===== src/rtl/core/crs_pkg.sv =====
package crs_pkg;

  // Default widths of the internal counters
  localparam int POSITION_BITS_DEF = 40;
  localparam int COLUMN_BITS_DEF   = 16;

  // Fixed field widths of the result item
  localparam int ROW_NUM_W   = 32;
  localparam int ROW_START_W = 40;
  localparam int COL_CNT_W   = 16;
  localparam int EXP_COL_W   = 16;

  localparam logic [EXP_COL_W-1:0] EXP_COL_RESET = 16'd1;

  // Input commands
  localparam logic CMD_DATA = 1'b0;
  localparam logic CMD_EOF  = 1'b1;

  // Result kinds
  localparam logic KIND_ROW     = 1'b0;
  localparam logic KIND_SUMMARY = 1'b1;

  // Characters that steer the scan
  localparam logic [7:0] CH_COMMA = 8'h2C;
  localparam logic [7:0] CH_QUOTE = 8'h22;
  localparam logic [7:0] CH_LF    = 8'h0A;
  localparam logic [7:0] CH_CR    = 8'h0D;

  typedef struct packed {
    logic       cmd;
    logic [7:0] data_byte;
  } crs_in_t;

  typedef struct packed {
    logic                   kind;
    logic [ROW_NUM_W-1:0]   row_number;
    logic [ROW_START_W-1:0] row_start;
    logic [COL_CNT_W-1:0]   column_count;
    logic                   mismatch;
    logic                   last;
  } crs_result_t;

  // Results produced by one item, in delivery order
  typedef struct packed {
    logic [1:0]  cnt;
    crs_result_t r0;
    crs_result_t r1;
  } crs_push_t;

endpackage


===== src/rtl/core/csv_row_offset_scanner.sv =====
// Flow: an accepted item is registered in the input register, scanned into a
//   two-entry result queue once all its results fit; the queue head is then offered.
// Throughput: one byte per cycle while out_stall is low; an end-of-file item that
//   flushes a pending row makes two results, so it and the next item may wait for room.
// Reset (rst_n low, synchronous): empties input register and queue, clears scan
//   state, sets expected_columns to 1.
module csv_row_offset_scanner #(
  parameter int POSITION_BITS = crs_pkg::POSITION_BITS_DEF,
  parameter int COLUMN_BITS   = crs_pkg::COLUMN_BITS_DEF
) (
  input  logic                          clk,
  input  logic                          rst_n,
  // input channel
  input  logic                          in_vld,
  output logic                          in_stall,
  input  crs_pkg::crs_in_t              in_item,
  // result channel
  output logic                          out_vld,
  input  logic                          out_stall,
  output crs_pkg::crs_result_t          out_item,
  // configuration
  input  logic                          cfg_wr_en,
  input  logic [crs_pkg::EXP_COL_W-1:0] cfg_wr_data
);

  // Input register: holds one accepted item until the queue has room for
  // all of its results. Stall depends only on registered state, so there
  // is no combinational path from out_stall to in_stall.
  logic                          in_vld_r, in_vld_nxt;
  crs_pkg::crs_in_t              in_item_r;
  logic [crs_pkg::EXP_COL_W-1:0] exp_cols_r;

  crs_pkg::crs_push_t push_raw;
  crs_pkg::crs_push_t push_q;
  logic [1:0]         free;
  logic               consume;
  logic               load;

  // Process the held item once every result it makes fits in the queue.
  assign consume  = in_vld_r && (push_raw.cnt <= free);
  assign in_stall = in_vld_r && !consume;
  assign load     = in_vld && !in_stall;

  always_comb begin
    in_vld_nxt = in_vld_r;
    if (load) begin
      in_vld_nxt = 1'b1;
    end else if (consume) begin
      in_vld_nxt = 1'b0;
    end
    // gate the push so an idle or stalled stage writes nothing
    push_q     = push_raw;
    push_q.cnt = consume ? push_raw.cnt : 2'd0;
  end

  always_ff @(posedge clk) begin
    if (load) begin
      in_item_r <= in_item;
    end
  end

  always_ff @(posedge clk) begin
    if (!rst_n) begin
      in_vld_r   <= 1'b0;
      exp_cols_r <= crs_pkg::EXP_COL_RESET;
    end else begin
      in_vld_r <= in_vld_nxt;
      if (cfg_wr_en) begin
        exp_cols_r <= cfg_wr_data;
      end
    end
  end

  // Scan state and per-byte decision: quote toggle, comma count, row end on LF/CR,
  // LF-after-CR swallow, halt on a column mismatch, end-of-file flush and summary.
  crs_scan #(
    .POSITION_BITS (POSITION_BITS),
    .COLUMN_BITS   (COLUMN_BITS)
  ) u_scan (
    .clk              (clk),
    .rst_n            (rst_n),
    .expected_columns (exp_cols_r),
    .item             (in_item_r),
    .fire             (consume),
    .push             (push_raw)
  );

  // Result queue: separates the scan from the consumer so the next byte is
  // taken while a finished result still waits.
  crs_rq u_rq (
    .clk       (clk),
    .rst_n     (rst_n),
    .push      (push_q),
    .free      (free),
    .out_vld   (out_vld),
    .out_stall (out_stall),
    .out_item  (out_item)
  );

  a_idle_no_stall: assert property (@(posedge clk) disable iff (!rst_n)
    !in_vld_r |-> !in_stall)
    else $error("input stalled with an empty input register");

  a_summary_last: assert property (@(posedge clk) disable iff (!rst_n)
    out_vld && (out_item.kind == crs_pkg::KIND_SUMMARY) |-> out_item.last)
    else $error("summary item without last");

  a_row_after_eof_flush: assert property (@(posedge clk) disable iff (!rst_n)
    consume && (push_q.cnt == 2'd2) |-> (push_q.r0.kind == crs_pkg::KIND_ROW) && !push_q.r0.last)
    else $error("flushed row malformed");

endmodule


===== src/rtl/core/crs_scan.sv =====
module crs_scan #(
  parameter int POSITION_BITS = crs_pkg::POSITION_BITS_DEF,
  parameter int COLUMN_BITS   = crs_pkg::COLUMN_BITS_DEF
) (
  input  logic                           clk,
  input  logic                           rst_n,
  input  logic [crs_pkg::EXP_COL_W-1:0]  expected_columns,
  input  crs_pkg::crs_in_t               item,
  input  logic                           fire,
  output crs_pkg::crs_push_t             push
);

  localparam int CMP_W = (COLUMN_BITS > crs_pkg::COL_CNT_W) ? COLUMN_BITS : crs_pkg::COL_CNT_W;
  localparam int EXT_W = (POSITION_BITS > crs_pkg::ROW_START_W) ?
                         POSITION_BITS : crs_pkg::ROW_START_W;
  localparam logic [COLUMN_BITS-1:0]   COL_MAX = {COLUMN_BITS{1'b1}};
  localparam logic [COLUMN_BITS-1:0]   COL_ONE = COLUMN_BITS'(1);
  localparam logic [POSITION_BITS-1:0] POS_ONE = POSITION_BITS'(1);
  localparam logic [CMP_W-1:0]         CLAMP   = CMP_W'({crs_pkg::COL_CNT_W{1'b1}});

  logic                           in_quotes_r, in_quotes_nxt;
  logic                           skip_lf_r, skip_lf_nxt;
  logic [POSITION_BITS-1:0]       pos_r, pos_nxt;
  logic [POSITION_BITS-1:0]       start_r, start_nxt;
  logic [COLUMN_BITS-1:0]         comma_r, comma_nxt;
  logic [crs_pkg::ROW_NUM_W-1:0]  rows_r, rows_nxt;
  logic                           halted_r, halted_nxt;

  logic [POSITION_BITS-1:0]       pos_inc;
  logic [crs_pkg::ROW_NUM_W-1:0]  rows_inc;
  logic [COLUMN_BITS-1:0]         cols;
  logic [CMP_W-1:0]               cols_cmp;
  logic [EXT_W-1:0]               start_ext, pos_ext;
  logic                           row_mis;
  logic                           is_data;
  logic                           lf_swallow;
  logic                           row_end;
  logic                           flush;
  logic [7:0]                     c;
  crs_pkg::crs_result_t           row_rec, sum_rec;

  always_comb begin
    c          = item.data_byte;
    is_data    = (item.cmd == crs_pkg::CMD_DATA);
    pos_inc    = pos_r + POS_ONE;
    rows_inc   = rows_r + 32'd1;
    cols       = (comma_r == COL_MAX) ? COL_MAX : comma_r + COL_ONE;
    cols_cmp   = CMP_W'(cols);
    row_mis    = (cols_cmp != CMP_W'(expected_columns));
    start_ext  = EXT_W'(start_r);
    pos_ext    = EXT_W'(pos_r);
    lf_swallow = skip_lf_r && (c == crs_pkg::CH_LF);
    row_end    = is_data && !halted_r && !lf_swallow && !in_quotes_r &&
                 ((c == crs_pkg::CH_LF) || (c == crs_pkg::CH_CR));
    flush      = !halted_r && (pos_r != start_r);

    row_rec.kind         = crs_pkg::KIND_ROW;
    row_rec.row_number   = rows_inc;
    row_rec.row_start    = start_ext[crs_pkg::ROW_START_W-1:0];
    row_rec.column_count = (cols_cmp > CLAMP) ? {crs_pkg::COL_CNT_W{1'b1}} :
                           cols_cmp[crs_pkg::COL_CNT_W-1:0];
    row_rec.mismatch     = row_mis;
    row_rec.last         = is_data;

    sum_rec.kind         = crs_pkg::KIND_SUMMARY;
    sum_rec.row_number   = flush ? rows_inc : rows_r;
    sum_rec.row_start    = pos_ext[crs_pkg::ROW_START_W-1:0];
    sum_rec.column_count = '0;
    sum_rec.mismatch     = halted_r || (flush && row_mis);
    sum_rec.last         = 1'b1;

    if (is_data) begin
      push.cnt = {1'b0, row_end};
      push.r0  = row_rec;
      push.r1  = sum_rec;
    end else begin
      push.cnt = flush ? 2'd2 : 2'd1;
      push.r0  = flush ? row_rec : sum_rec;
      push.r1  = sum_rec;
    end
  end

  always_comb begin
    in_quotes_nxt = in_quotes_r;
    skip_lf_nxt   = skip_lf_r;
    pos_nxt       = pos_r;
    start_nxt     = start_r;
    comma_nxt     = comma_r;
    rows_nxt      = rows_r;
    halted_nxt    = halted_r;
    if (fire) begin
      if (!is_data) begin
        // end of file: re-arm for the next file
        in_quotes_nxt = 1'b0;
        skip_lf_nxt   = 1'b0;
        pos_nxt       = '0;
        start_nxt     = '0;
        comma_nxt     = '0;
        rows_nxt      = '0;
        halted_nxt    = 1'b0;
      end else if (!halted_r) begin
        pos_nxt     = pos_inc;
        skip_lf_nxt = 1'b0;
        if (lf_swallow) begin
          start_nxt = pos_inc;
        end else if (c == crs_pkg::CH_QUOTE) begin
          in_quotes_nxt = !in_quotes_r;
        end else if (!in_quotes_r) begin
          if (c == crs_pkg::CH_COMMA) begin
            if (comma_r != COL_MAX) begin
              comma_nxt = comma_r + COL_ONE;
            end
          end else if (row_end) begin
            rows_nxt    = rows_inc;
            comma_nxt   = '0;
            start_nxt   = pos_inc;
            halted_nxt  = row_mis;
            skip_lf_nxt = (c == crs_pkg::CH_CR) && !row_mis;
          end
        end
      end
    end
  end

  always_ff @(posedge clk) begin
    if (!rst_n) begin
      in_quotes_r <= 1'b0;
      skip_lf_r   <= 1'b0;
      pos_r       <= '0;
      start_r     <= '0;
      comma_r     <= '0;
      rows_r      <= '0;
      halted_r    <= 1'b0;
    end else begin
      in_quotes_r <= in_quotes_nxt;
      skip_lf_r   <= skip_lf_nxt;
      pos_r       <= pos_nxt;
      start_r     <= start_nxt;
      comma_r     <= comma_nxt;
      rows_r      <= rows_nxt;
      halted_r    <= halted_nxt;
    end
  end

  a_eof_rearms: assert property (@(posedge clk) disable iff (!rst_n)
    fire && (item.cmd == crs_pkg::CMD_EOF) |=> (pos_r == '0) && (rows_r == '0) && !halted_r)
    else $error("scan state not cleared after end of file");

  a_halted_frozen: assert property (@(posedge clk) disable iff (!rst_n)
    fire && halted_r && (item.cmd == crs_pkg::CMD_DATA) |=> $stable(pos_r) && $stable(rows_r))
    else $error("data byte changed state while halted");

  a_start_behind: assert property (@(posedge clk) disable iff (!rst_n)
    halted_r |-> !skip_lf_r)
    else $error("CR skip armed after a mismatch");

endmodule


===== src/rtl/core/crs_rq.sv =====
module crs_rq (
  input  logic                  clk,
  input  logic                  rst_n,
  input  crs_pkg::crs_push_t    push,
  output logic [1:0]            free,
  output logic                  out_vld,
  input  logic                  out_stall,
  output crs_pkg::crs_result_t  out_item
);

  crs_pkg::crs_result_t slot_r [2];
  crs_pkg::crs_result_t slot_nxt [2];
  logic [1:0]           cnt_r, cnt_nxt;
  logic [1:0]           rem;
  logic                 pop;

  assign out_vld  = (cnt_r != 2'd0);
  assign out_item = slot_r[0];
  assign free     = 2'd2 - cnt_r;
  assign pop      = out_vld && !out_stall;

  always_comb begin
    rem         = cnt_r - {1'b0, pop};
    slot_nxt[0] = pop ? slot_r[1] : slot_r[0];
    slot_nxt[1] = slot_r[1];
    // append behind whatever stays
    if (rem == 2'd0) begin
      if (push.cnt != 2'd0) begin
        slot_nxt[0] = push.r0;
      end
      if (push.cnt == 2'd2) begin
        slot_nxt[1] = push.r1;
      end
    end else if (push.cnt != 2'd0) begin
      slot_nxt[1] = push.r0;
    end
    cnt_nxt = rem + push.cnt;
  end

  always_ff @(posedge clk) begin
    slot_r[0] <= slot_nxt[0];
    slot_r[1] <= slot_nxt[1];
  end

  always_ff @(posedge clk) begin
    if (!rst_n) begin
      cnt_r <= 2'd0;
    end else begin
      cnt_r <= cnt_nxt;
    end
  end

  a_no_overflow: assert property (@(posedge clk) disable iff (!rst_n)
    push.cnt <= free)
    else $error("result queue overflow");

  a_stall_holds: assert property (@(posedge clk) disable iff (!rst_n)
    out_vld && out_stall && (cnt_r == 2'd2) |=> (cnt_r == 2'd2))
    else $error("full queue lost an entry while stalled");

endmodule

===== config.mk =====
export PLATFORM = sky130hd
export DESIGN_NAME = csv_row_offset_scanner
export DESIGN_NICKNAME = d
export VERILOG_FILES = /design/src/rtl/core/crs_pkg.sv /design/src/rtl/core/csv_row_offset_scanner.sv /design/src/rtl/core/crs_scan.sv /design/src/rtl/core/crs_rq.sv
export SDC_FILE = /design/constraint.sdc
export NUM_CORES = 1
export LEC_CHECK = 0
export BUFFER_PORTS_ARGS = -buffer_cell sky130_fd_sc_hd__buf_2
export CAP_MARGIN = 20
export CORE_ASPECT_RATIO = 1.2
export CORE_MARGIN = 3
export CORE_UTILIZATION = 55
export CTS_CLUSTER_SIZE = 30
export DETAILED_ROUTE_END_ITERATION = 6
export MAX_ROUTING_LAYER = met4
export PLACE_DENSITY = 0.71
export SLEW_MARGIN = 20
export SYNTH_ARGS = -nofsm -noshare
export SYNTH_HDL_FRONTEND = slang
export SYNTH_SLANG_ARGS = --single-unit
export TNS_END_PERCENT = 20

===== constraint.sdc =====
create_clock -name clk -period 25.6 [get_ports clk]
set_input_delay 1.28 -clock clk [delete_from_list [all_inputs] [get_ports clk]]
set_output_delay 1.28 -clock clk [all_outputs]
set_load 0.05 [all_outputs]

**Word-level counts from Yosys, hierarchy flattened**

Memory sizes are Yosys's and may differ from the RTL's.
Cells that the tools add are included.

- Word-level logic and storage cells: 131
- Input bits: 30
- RAM bits: 182
- Register bits: 159
- Memories: 1
- Output and inout bits: 93

Memory list:

| memory | depth | width | read ports | clocked after memory_dff | wr ports | line | source |
|---|---|---|---|---|---|---|---|
| u_rq.slot_r | 2 | 91 | 2 | 0 | 2 | crs_rq.sv:11 | `crs_pkg::crs_result_t slot_r [2];` |

- Reductions and logical operators: 34
- Equal/unequal tests: 18
- Magnitude comparators: 2
- Mux-type cells: 57
- Add/sub/neg operators: 6
- Bitwise gates (word level): 1

Operators with widths:

| cell | count |
|---|---|
| $mux 91 | 7 |
| $mux 40 | 9 |
| $mux 32 | 8 |
| $mux 184 | 1 |
| $mux 16 | 10 |
| $add 40x1->40 const B | 1 |
| $ne 40x40->1 | 1 |
| $add 32x1->32 const B | 1 |
| $mux 1 | 20 |
| $add 16x1->16 const B | 1 |
| $eq 16x16->1 const B | 1 |
| $eq 8x4->1 const B | 2 |
| $eq 8x6->1 const B | 2 |
| $gt 16x16->1 const B | 1 |
| $ne 16x16->1 | 1 |
| $ne 16x16->1 const B | 1 |
| $reduce_and 7->1 | 2 |
| $logic_and 1x1->1 | 12 |
| $ne 2x2->1 const B | 5 |
| $reduce_bool 2->1 | 5 |
| $logic_not 1->1 | 7 |
| $ne 3x2->1 const B | 2 |
| $ne 3x3->1 const B | 2 |
| $reduce_and 6->1 | 1 |
| 12 further kinds | 15 |

**Depth between registers and ports, before layout**

- Depth in word-level cells: 14
- Gate-level depth with buffers: 20
- Depth with buffers taken out: 14

**Modules after synthesis**

A second synthesis with hierarchy kept.

- Cell total of the unflattened synthesis: 2036
- Area, all modules: 19756.4 um^2

By module, submodules not included:

| module | cells each | instances | area each (um^2) | seq. area each (um^2) |
|---|---|---|---|---|
| crs_scan | 1366 | 1 | 9769.4 | 2622.5 |
| crs_rq | 596 | 1 | 8993.6 | 4594.4 |
| csv_row_offset_scanner | 74 | 1 | 993.5 | 610.6 |

**Worst setup path after synthesis**

No wires, ideal clock.

- Kind: reg2reg
- Start point: reg, netlist name u_scan.pos_ext[29]
- End point: mem u_rq.slot_r[0][100] (netlist bit) (enable)
- Setup time: 0.666 ns
- Buffers on the path: 4
- Data arrival time: 9.750 ns
- Period minus slack after synthesis: 10.416 ns
- Stages on the path, launching flop included: 17
- Setup slack: 15.184 ns
- Required time: 24.934 ns
- Cells stage by stage: dfxtp_1 -> clkbuf_1 -> xor2_1 -> nor4_1 -> nand4_1 -> o41ai_2 -> buf_4 -> nor2_1 -> ha_1 -> nor2b_1 -> o21ai_0 -> and2_1 -> clkbuf_1 -> o21a_1 -> clkbuf_1 -> o21ai_0 -> o21ai_0

RTL lines:

| what | line |
|---|---|
| end, declared | crs_rq.sv:11 |

==> results.md <==
* Initial detailed-routing violation count at 1174
* Worst max-slew margin expressed relative to the limit at a little over a quarter
* CP bufs+invs at 4
* Synth Instances at roughly 2000
* Slowest cell delay on critical path at 0.79 ns
* Slowest stage cell, crit path: sky130_fd_sc_hd__buf_4
* Dpl hpwl at about 28000 um
* Max-capacitance violation count at 0
* Count of cells resized by post-cts repair at 0
* Launching element type of the critical path: flop
* Filler cells at 2838
* Min-delay worst type: flop to flop
* Arrival time of data at the critical path endpoint at approximately 5.8 ns
* Leakage component of the power at slightly above 0.007 uW
* Count of buffers from port buffering at 122
* Storage element area at just under 0.008 mm2
* Row count at just over 70
* Vias in the first global route at 13355
* Antenna viol nets, final at 0
* Final cycle utilization of the critical path at 20.99%
* Largest net degree at the start of global routing at 141
* Final count of negative-setup-slack endpoints at 0
* CTS tree: built
* Worst IR Drop VDD at 0.08391 mV
* Worst-margin pin slew at 1.108 ns
* All-Layer GR Usage at 25.41%
* Number of sinks on the clock net at 341
* Pre-CTS WS at 20.30 ns
* Share of final-layout standard cells stronger than drive strength 1 at ~13%
* Clock transition at the registers of the reported paths at approximately 0.060 ns
* Overall via count from detail_route at 14269
* Skew final at 0.02723 ns
* Total non-filler cell area in the finished layout at about 0.019 mm2
* Hold violation total from the final report at 0
* Post-synth design cell area at roughly 0.018 mm2
* Critical path's most frequent cell: sky130_fd_sc_hd__buf_4
* Area post-placement at 0.01813 mm2
* Fin util at 59.15%
* Prevailing post-synth register cell: sky130_fd_sc_hd__dfxtp_1
* Worst hold slack at around 0.5 ns
* Number of hold buffers added after CTS at 0
* Area of the multi-input gates at between 0.008 and 0.009 mm2
* Max Fclk at 186.1 MHz
* Total core area at ~0.033 mm2
* Worst setup path category: flop to flop
* Fin nets at 1956
* Synthesized area per cell at slightly above 9 um2
* Max Fanout on Critical Path at slightly below 90
* X dimension of the die at 172.3 um
* Initial cell density of the core at 56.15%
* Global-route wire length before repair at between 70000 and 80000 um
* Total length of routed wires at 44680 um
* Post-route DRC violation count at 0
* Kind of cell with the highest combined delay on the critical path: buffers and inverters
* Setup repair after global routing missed its margin: no
* Clock latency on the worst-skew pair at ~0.54 ns
* Number of antenna violations at the first check in global routing at 0
* Cell chosen for the clock root: sky130_fd_sc_hd__clkbuf_16
* Remaining global-route overflow at 0
* Top Ports at 123
* Post-Synthesis Net Count at 2048
* Per-cell via count in the routed design at 5.968
* Crit path cell chain: buf_4 > inv_1 > nor2_1 > ha_1 > nor2b_1 > o21ai_0 > and2_1 > o211a_4 > buf_4 > buf_4 > and4_1 > a211oi_1
* DIE HEIGHT at 205.6 um
* Shortest clock period the worst path allows after layout at between 5 and 6 ns
* Register bit count reported by yosys at 341
* Area added between synthesis and finish at 5.344%
* Routability congestion estimate at ~0.90
* Floorplan die area at approximately 0.035 mm2
* Maximum clock path buffer count at 3
* Critical path endpoint category: flop
* Post-CTS Setup Repair Bufs at 0
* Total number of H-tree levels at 2
* Pre-Repair DR Iteration Count at 5
* Number of buffers created by CTS at 36
* FFs w/ async S/R, synth at 0%
* Total number of yosys warnings at 0
* Share of the yosys chip area belonging to registers at a little over two fifths
* Worst path required time at roughly 26 ns
* Outcome: complete, no violations
* Final Max Slew Viols at 0
* Routed WL per cell at 18.69 um
* PnR worst setup slack at slightly above 20 ns
* Number of different library cells in the post-synthesis netlist at 71
* EDFF count, synth at 100
* Power density of the placed cells at 106.8 mW/mm2
* Post-route setup TNS at 0 ns
[per-layer routing]
metal | GRT usage (%) | vias to the layer above | part of all wire, %
met5 | - | - | 0
met4 | 9.327 | 0 | 3.5
met3 | 3.248 | 82 | 5.4
met2 | 40.52 | 465 | 47
met1 | 33.33 | 6806 | 44
li1 | - | 6916 | -
[worst paths after layout]
check                                     startpoint                   end  slack [ns]  cells past startpoint
worst min register to register  u_scan.start_ext[16]  u_scan.start_ext[16]        0.50                      2
worst max-delay path                    in_item_r[8]    u_rq.slot_r[0][66]       20.23                     12
worst max register to register          in_item_r[8]    u_rq.slot_r[0][66]       20.23                     12
worst min-delay path            u_scan.start_ext[16]  u_scan.start_ext[16]        0.50                      2
[kinds of logic after synthesis]
kind of cell             synth area share, %
AO/OA/AOI/OAI                          15.32
XOR/XNOR                               6.482
adder cells (fa/ha/maj)               0.4796
buffers and inverters                  8.668
flip-flops                             42.87
multiplexers                           7.441
AND/OR/NAND/NOR                        18.74
[tightest hold or removal path, delay by kind of cell, from the launching register on]
kind,cells,cell delay (ns)
AND/OR/NAND/NOR,1,0.06
flip-flops,1,0.33
AO/OA/AOI/OAI,1,0.05
[state kept, by name (all words and copies together), names as in the netlist, 2 cells and up]
signal	count
u_rq.cnt_r	2
u_scan.comma_r	16
u_scan.pos_ext	40
u_scan.rows_r	32
u_rq.slot_r	182
u_scan.start_ext	40
in_item_r	9
exp_cols_r	16
[synth_stat cells, types with 43 or more instances]
cell type	count	area, um2
sky130_fd_sc_hd__a211oi_1	76	570.6
sky130_fd_sc_hd__edfxtp_1	100	3003
sky130_fd_sc_hd__nor2_1	143	536.8
sky130_fd_sc_hd__buf_2	46	230.2
sky130_fd_sc_hd__nand3_1	69	345.3
sky130_fd_sc_hd__a21oi_1	169	845.8
sky130_fd_sc_hd__dfxtp_1	241	4825
sky130_fd_sc_hd__xor2_1	57	499.2
sky130_fd_sc_hd__o21ai_0	131	655.6
sky130_fd_sc_hd__nor2b_1	75	469.2
sky130_fd_sc_hd__mux2i_1	81	810.8
sky130_fd_sc_hd__nor3_1	43	215.2
sky130_fd_sc_hd__clkbuf_1	110	412.9
sky130_fd_sc_hd__xnor2_1	73	639.4
sky130_fd_sc_hd__nand2_1	117	439.2
sky130_fd_sc_hd__or3_1	54	337.8
sky130_fd_sc_hd__buf_4	95	713.2
[layout by cell type, fill, tap and decap left out, drive strengths merged, types with 3 or more instances in the layout]
cell type / n
a211oi: 76
a21oi: 169
a22oi: 30
a31oi: 27
a32o: 3
and2: 12
and3: 28
and4: 16
buf: 142
clkbuf: 56
clkinv: 7
dfxtp: 241
edfxtp: 100
ha: 7
inv: 23
mux2: 37
mux2i: 81
nand2: 117
nand2b: 6
nand3: 69
nand3b: 9
nand4: 21
nor2: 145
nor2b: 75
nor3: 45
nor3b: 8
nor4: 22
o211ai: 5
o21ai: 134
o22ai: 3
o31a: 7
or2: 4
or3: 54
or4: 11
xnor2: 73
xor2: 57
[area by class of cell]
class	instances	share of cell area, %
sequential	341	40.69
tap	444	2.888
timing repair buffer	142	3.955
antenna	1	0.01301
inverter	21	0.4488
clock buffer	56	5.503
clock inverter	9	0.2407
multi-input combinational	1377	46.26
[stage by stage]
step / total power, uW / std cells
final: 2054 / 2391
after global routing: 2149 / 2390
after CTS: 2069 / 2390
after detailed placement: 1567 / 2325
after global placement: 1555 / 2325
after floorplan: 1477 / 2011
[power breakdown]
part	leakage, uW	switching, uW	total (uW)	internal, uW
sequential	0.00291	49.3	720	670
clock	0.000538	214	499	285
combinational	0.00362	612	836	224
No activity file was read; power rests on OpenSTA's default activity.
